### src/rtl/core/frc_pkg.sv
// Shared constants, codes and types of the fragment chain reassembler.
package frc_pkg;

  localparam int SESSIONS  = 8;
  localparam int MAX_BYTES = 64;
  localparam int SIDX_W    = (SESSIONS > 1) ? $clog2(SESSIONS) : 1;
  localparam int LEN_W     = 7;
  localparam int MEM_DEPTH = SESSIONS * MAX_BYTES;
  localparam int MADDR_W   = $clog2(MEM_DEPTH);
  localparam int QDEPTH    = 2;
  localparam int QCNT_W    = $clog2(QDEPTH + 1);
  localparam int QPTR_W    = $clog2(QDEPTH);

  localparam logic [1:0] CFG_CAPACITY = 2'd0;
  localparam logic [1:0] CFG_DEADBAND = 2'd1;
  localparam logic [1:0] CFG_GAP      = 2'd2;
  localparam logic [1:0] CFG_TIMEOUT  = 2'd3;

  localparam logic [1:0] KIND_STATUS   = 2'd0;
  localparam logic [1:0] KIND_COMPLETE = 2'd1;
  localparam logic [1:0] KIND_SALVAGE  = 2'd2;

  localparam logic [2:0] ST_ABSORBED   = 3'd0;
  localparam logic [2:0] ST_STANDALONE = 3'd1;
  localparam logic [2:0] ST_DONE       = 3'd2;
  localparam logic [2:0] ST_ORPHAN     = 3'd3;
  localparam logic [2:0] ST_FULL       = 3'd4;
  localparam logic [2:0] ST_OVERFLOW   = 3'd5;

  typedef enum logic [2:0] {
    M_IDLE, M_SOLO, M_OPEN, M_MID, M_FINAL, M_ORPHAN, M_FULL, M_OVER
  } frc_mode_t;

  typedef enum logic [3:0] {
    S_IDLE, S_HEAD, S_MATCH, S_REAP, S_BYTE, S_END, S_RUN_RD, S_RUN_WR, S_EMPTY
  } frc_state_t;

  typedef struct packed {
    logic        operation;
    logic        uplink;
    logic [31:0] freq_hz;
    logic [63:0] now_us;
    logic [2:0]  frag_counter;
    logic        continues;
    logic        crc_ok;
    logic [6:0]  frag_length;
    logic [7:0]  data_byte;
    logic        frag_end;
    logic        is_solo;
    logic        is_open;
  } item_t;

  typedef struct packed {
    logic        valid;
    item_t       item;
  } qhead_t;

  typedef struct packed {
    logic [QCNT_W-1:0] count;
    logic              full;
  } qstat_t;

  typedef struct packed {
    logic [1:0]  kind;
    logic [2:0]  status;
    logic [7:0]  out_byte;
    logic        out_last;
    logic [6:0]  out_length;
    logic        out_crc_bad;
    logic        out_uplink;
    logic [31:0] out_freq;
    logic [63:0] out_time;
    logic [2:0]  out_fragments;
  } result_t;

endpackage

### src/rtl/core/frc_if.sv
// Valid/ready channel interfaces for fragment items and result items.
interface frc_in_if;
  logic        valid;
  logic        ready;
  logic        operation;
  logic        uplink;
  logic [31:0] freq_hz;
  logic [63:0] now_us;
  logic [2:0]  frag_counter;
  logic        continues;
  logic        crc_ok;
  logic [6:0]  frag_length;
  logic [7:0]  data_byte;
  logic        frag_end;
  modport source (output valid, operation, uplink, freq_hz, now_us, frag_counter,
                  continues, crc_ok, frag_length, data_byte, frag_end, input ready);
  modport sink (input valid, operation, uplink, freq_hz, now_us, frag_counter,
                continues, crc_ok, frag_length, data_byte, frag_end, output ready);
endinterface


### src/rtl/core/frc_front.sv
// Front end: accepts fragment items, tags their header class and queues them.
module frc_front
  import frc_pkg::*;
(
  input  logic   clk,
  input  logic   rst_n,
  frc_in_if.sink in_ch,
  input  logic   q_pop,
  output qhead_t q_head,
  output qstat_t q_stat
);

  item_t             q_mem_r [QDEPTH];
  logic [QPTR_W-1:0] wr_ptr_r, rd_ptr_r;
  logic [QCNT_W-1:0] count_r;
  item_t             in_item;
  logic              push, pop;

  always_comb begin
    in_item.operation    = in_ch.operation;
    in_item.uplink       = in_ch.uplink;
    in_item.freq_hz      = in_ch.freq_hz;
    in_item.now_us       = in_ch.now_us;
    in_item.frag_counter = in_ch.frag_counter;
    in_item.continues    = in_ch.continues;
    in_item.crc_ok       = in_ch.crc_ok;
    in_item.frag_length  = in_ch.frag_length;
    in_item.data_byte    = in_ch.data_byte;
    in_item.frag_end     = in_ch.frag_end;
    // classify the header: standalone or session opener
    in_item.is_solo      = (in_ch.frag_counter == 3'd0) && !in_ch.continues;
    in_item.is_open      = (in_ch.frag_counter == 3'd0) && in_ch.continues;
  end

  assign q_stat.full  = (count_r == QCNT_W'(QDEPTH));
  assign q_stat.count = count_r;
  assign in_ch.ready  = !q_stat.full;
  assign push         = in_ch.valid && in_ch.ready;
  assign pop          = q_pop && (count_r != '0);
  assign q_head.valid = (count_r != '0);
  assign q_head.item  = q_mem_r[rd_ptr_r];

  always_ff @(posedge clk) begin
    if (push) q_mem_r[wr_ptr_r] <= in_item;
  end

  always_ff @(posedge clk) begin
    if (!rst_n) begin
      wr_ptr_r <= '0;
      rd_ptr_r <= '0;
      count_r  <= '0;
    end else begin
      if (push) wr_ptr_r <= (wr_ptr_r == QPTR_W'(QDEPTH - 1)) ? '0 : wr_ptr_r + 1'b1;
      if (pop)  rd_ptr_r <= (rd_ptr_r == QPTR_W'(QDEPTH - 1)) ? '0 : rd_ptr_r + 1'b1;
      count_r <= count_r + QCNT_W'(push) - QCNT_W'(pop);
    end
  end

endmodule

### src/flat_wrapper.sv
// flat-port wrapper written by rule: the top's interface ports become plain ports
module frc_front_flat import frc_pkg::*;
  (clk, rst_n, q_pop, q_head, q_stat, in_ch_valid, in_ch_operation, in_ch_uplink, in_ch_freq_hz, in_ch_now_us, in_ch_frag_counter, in_ch_continues, in_ch_crc_ok, in_ch_frag_length, in_ch_data_byte, in_ch_frag_end, in_ch_ready);
  frc_in_if in_ch_i ();
  input  logic clk;
  input  logic rst_n;
  input  logic q_pop;
  output qhead_t q_head;
  output qstat_t q_stat;
  input wire logic [$bits(in_ch_i.valid)-1:0] in_ch_valid;
  input wire logic [$bits(in_ch_i.operation)-1:0] in_ch_operation;
  input wire logic [$bits(in_ch_i.uplink)-1:0] in_ch_uplink;
  input wire logic [$bits(in_ch_i.freq_hz)-1:0] in_ch_freq_hz;
  input wire logic [$bits(in_ch_i.now_us)-1:0] in_ch_now_us;
  input wire logic [$bits(in_ch_i.frag_counter)-1:0] in_ch_frag_counter;
  input wire logic [$bits(in_ch_i.continues)-1:0] in_ch_continues;
  input wire logic [$bits(in_ch_i.crc_ok)-1:0] in_ch_crc_ok;
  input wire logic [$bits(in_ch_i.frag_length)-1:0] in_ch_frag_length;
  input wire logic [$bits(in_ch_i.data_byte)-1:0] in_ch_data_byte;
  input wire logic [$bits(in_ch_i.frag_end)-1:0] in_ch_frag_end;
  output wire logic [$bits(in_ch_i.ready)-1:0] in_ch_ready;
  assign in_ch_i.valid = in_ch_valid;
  assign in_ch_i.operation = in_ch_operation;
  assign in_ch_i.uplink = in_ch_uplink;
  assign in_ch_i.freq_hz = in_ch_freq_hz;
  assign in_ch_i.now_us = in_ch_now_us;
  assign in_ch_i.frag_counter = in_ch_frag_counter;
  assign in_ch_i.continues = in_ch_continues;
  assign in_ch_i.crc_ok = in_ch_crc_ok;
  assign in_ch_i.frag_length = in_ch_frag_length;
  assign in_ch_i.data_byte = in_ch_data_byte;
  assign in_ch_i.frag_end = in_ch_frag_end;
  assign in_ch_ready = in_ch_i.ready;
  frc_front u_core (.clk(clk), .rst_n(rst_n), .in_ch(in_ch_i), .q_pop(q_pop), .q_head(q_head), .q_stat(q_stat));
endmodule
### config.mk
export PLATFORM = sky130hd
export DESIGN_NAME = frc_front_flat
export DESIGN_NICKNAME = d
export VERILOG_FILES = /design/src/rtl/core/frc_pkg.sv /design/src/rtl/core/frc_if.sv /design/src/rtl/core/frc_front.sv /design/src/flat_wrapper.sv
export SDC_FILE = /design/constraint.sdc
export NUM_CORES = 1
export LEC_CHECK = 0
export ABC_CLOCK_PERIOD_IN_PS = 6300
export BUFFER_PORTS_ARGS = -buffer_cell sky130_fd_sc_hd__clkbuf_2
export CAP_MARGIN = 40
export CORE_MARGIN = 2
export CORE_UTILIZATION = 37
export CTS_CLUSTER_SIZE = 14
export DETAILED_ROUTE_END_ITERATION = 12
export HOLD_SLACK_MARGIN = 0.02
export PLACE_DENSITY = 0.72
export SLEW_MARGIN = 5
export SYNTH_ARGS = -nofsm -noshare
export SYNTH_HDL_FRONTEND = slang
export SYNTH_SLANG_ARGS = --single-unit
### constraint.sdc
create_clock -name clk -period 6.3 [get_ports clk]
set_input_delay 0.315 -clock clk [delete_from_list [all_inputs] [get_ports clk]]
set_output_delay 0.315 -clock clk [all_outputs]
set_load 0.005 [all_outputs]
==> impl_metrics.py <==
metrics = {
    "clocking": {
        "post_cts.resized_instances": 0,
        "cts.sinks": 247,
        "tritoncts": "built",
        "clk_latency_ps": 500,
        "cts_max_level": 1,
        "clock-root-buffer": "clkbuf_16",
        "cts_inserted_buffers": 25,
        "clk_pin_slew_ps": 60,
        "cts_max_path_buffers": 3,
    },
    "floorplan": {
        "die_w_um": 160,
        "floorplan.die.height_um": 160,
        "boundary_pin_count": 249,
        "floorplan.die_area_mm2": 0.0256,
        "start_util_pct": 37.4,
        "row_count": 57,
        "core_region_area_mm2": 0.0241,
    },
    "routing": {
        "detailedRoute.firstIterationViolations": 256,
        "route.vias.total": 5057,
        "routedWlPerCell_um": 15.9,
        "detailedRoute.firstPassIterationCount": 7,
        "routed_wirelength_um": 18000,
        "drc": 0,
        "vias_per_cell": 4.47,
        "drt.antenna.violating_nets": 0,
    },
    "pwr": {
        "sequential_power_share_pct": 48.0,
        "irDropWorstVdd_uv": 397,
        "swShare_pct": 25.3,
        "powerDensity_mw_per_mm2": 366,
        "combinationalPowerShare_pct": 22.9,
        "total_switching_power_w": 0.00116,
        "internal-power_w": 0.00343,
        "power.leakage_nw": 4.72,
        "share_clk_of_total_power_pct": 29.1,
    },
    "logic_synthesis": {
        "synth_cell_types": 20,
        "synthesis.instances": 404,
        "synth_fp_nets": 529,
        "count_of_yosys_warnings_during_synthesis": 0,
        "synth_area_per_cell_um2": 22.3,
        "ys_seq_area_share_pct": 81.7,
        "netlist_area_mm2": 0.00902,
        "synth_seq_cells": 247,
    },
    "sta": {
        "setup_violations": 0,
        "rsz0062_at_grt": "false",
        "period_minus_ws_final_ps": 3130,
        "hold_violations": 0,
        "final.setup.worst_slack_ps": 3170,
        "finalClockSkew_ps": 3.76,
        "slew_headroom_pct": 38.7,
        "report.final.slew_viol_count": 0,
        "worst_pin_slew_ps": 919,
        "max_freq_mhz": 319,
        "fin_tns_setup_ps": 0,
        "post-route-period-util_pct": 49.8,
    },
    "flow_run": {
        "cap_violations": 0,
    },
    "critical_path": {
        "dominant_delay_contributor_by_cell_family_on_the_critical_path": "buffers and inverters",
        "critical-path-slowest-cell": "dfxtp_4",
        "crit_chain": "buf_4, mux2_2, clkbuf_2",
        "critical_path_required_ps": 5980,
        "critPathLaunchType": "register",
        "worst_path_buf_inv": 2,
        "critical_path.reg2reg.startpoint": "u_core.count_r[1]",
        "timing.critical_path.fanout_max": 64,
        "worst_path_largest_cell_delay_ps": 840,
        "cp_data_arrival_time_ps": 2820,
        "classification_of_the_worst_setup_path": "reg -> out",
        "worst_setup_path_end_kind": "output port",
    },
    "placement": {
        "place_worst_setup_slack_ps": 3680,
        "gp_congestion": 0.731,
        "io_buffers": 248,
        "post-dp-hpwl_um": 10900,
    },
    "global_routing": {
        "grt_remaining_overflow": 0,
        "groute.usage.overall_pct": 13.7,
        "grt_antenna_before_repair": 1,
        "vias_in_the_first_global_route": 5465,
        "global_route_wire_length_before_repair_um": 28100,
        "grt_start_max_net_pins": 65,
    },
    "cells_and_area": {
        "n_fill_cell": 1933,
        "finalNetCount": 913,
        "areaGrowthSynthToFinish_pct": 39.0,
        "final_layout_size_suffix_gt1_share_pct": 51.1,
    },
    "status": {
        "outcome": "finished, final reports clean",
    },
    "hold_path": {
        "worst_hold_startpoint": "in_ch_frag_counter[2]",
        "holdCritPathClass": "in -> reg",
    },
}
[power groups by stage]
| stage | combinational, W | sequential (W) | clock, W |
|---|---|---|---|
| final | 0.00105 | 0.00220 | 0.00134 |
| after global routing | 0.00114 | 0.00223 | 0.00145 |
| after CTS | 0.00107 | 0.00220 | 0.00138 |
| after detailed placement | 0.00100 | 0.00224 | 0 |
| after global placement | 0.000987 | 0.00223 | 0 |
| after floorplan | 0.000638 | 0.00218 | 0 |
[final timing paths]
kind | to | slack (ps) | depth (start not counted)
setup / recovery | q_head[3] | 3170 | 3
hold / removal | u_core.q_mem_r[0][22] | 60 | 1
setup reg to reg | u_core.q_mem_r[1][58] | 3860 | 5
hold reg to reg | u_core.wr_ptr_r | 530 | 2
[layer usage]
| metal | track usage, % | up-vias | part of all wire, % |
|---|---|---|---|
| met5 | 0 | - | 0 |
| met4 | 5.00 | 0 | 3.1 |
| met3 | 3.79 | 44 | 7.0 |
| met2 | 24.5 | 181 | 50 |
| met1 | 15.8 | 2449 | 40 |
| li1 | - | 2383 | - |
[layout by cell type (no fill, tap or decap), drive strengths merged]
cell,n
buf,5
nor4,1
diode,1
mux2,121
dlygate4sd3,117
inv,3
or2,1
o21a,1
clkbuf,278
clkinv,11
ha,2
and3,1
nand2,1
nand4b,1
and2,3
nor2b,4
dfxtp,5
bufinv,1
clkinvlp,3
o21ai,1
xnor2,3
nor4b,1
edfxtp,242
[cell type report]
cell class	count	area (µm²)	share of cell area (%)
tap	324	405	3.23
timing repair buffer	370	2470	19.7
clock buffer	30	644	5.14
clock inverter	15	98.8	0.789
multi-input combinational	141	1530	12.2
sequential	247	7370	58.8
inverter	3	11.3	0.0898
antenna	1	2.50	0.0200
[flip-flops by register name (all words and copies together), names as in the netlist, named ones only]
register,count
u_core.count_r,2
u_core.rd_ptr_r,1
u_core.q_mem_r,242
u_core.wr_ptr_r,1
[synthesized netlist by cell type, drive strengths merged]
master  number  area [µm²]
nor2b        4        32.5
ha           2        25.0
or2          1        6.26
xnor2        3        26.3
nand4b       1        8.76
dfxtp        5         100
o21ai        1        5.00
edfxtp     242        7270
nor4         1        6.26
nor4b        1        8.76
o21a         1        7.51
buf         13         124
inv          3        11.3
nand2        1        3.75
mux2       121        1360
and3         1        6.26
and2         3        18.8
[worst reg2reg max path, cell delays in order, from the launching register on]
cell	delay, ps
dfxtp_1	350
nor2b_4	150
inv_1	100
and3_4	690
buf_4	470
buf_16	300
[through the flow]
| stage | cell area (µm²) | power (W) | utilization, % | std cells | hold slack [ps] |
|---|---|---|---|---|---|
| finish | 12500 | 0.00459 | 52.0 | 1131 | 58.0 |
| global route | 12500 | 0.00482 | 52.0 | 1131 | 48.6 |
| CTS | 12500 | 0.00466 | 52.0 | 1130 | 32.9 |
| detailed placement | 10600 | 0.00324 | 44.0 | 968 | 508 |
| global placement | 10600 | 0.00321 | 43.9 | 967 | 500 |
| floorplan | 9020 | 0.00282 | - | 404 | 414 |
[cell families after synthesis]
| logic type | after synthesis | share of synthesized area [%] |
|---|---|---|
| muxes | 121 | 15.1 |
| adders and majority gates | 2 | 0.277 |
| and+or+nand+nor | 13 | 1.01 |
| DFF | 247 | 81.7 |
| buffers and inverters | 16 | 1.50 |
| AOI/OAI and AO/OA | 2 | 0.139 |
| xor gates and xnor gates | 3 | 0.291 |
[repair_timing]
item / 4_1_cts / 5_1_grt
endpoints found under the setup margin: 0 / 0
buffers inserted: 0 / 0
hold buffers: 117 / 0
hold endpoints to repair: 234 / 0
(Power assumes the default switching activity.)
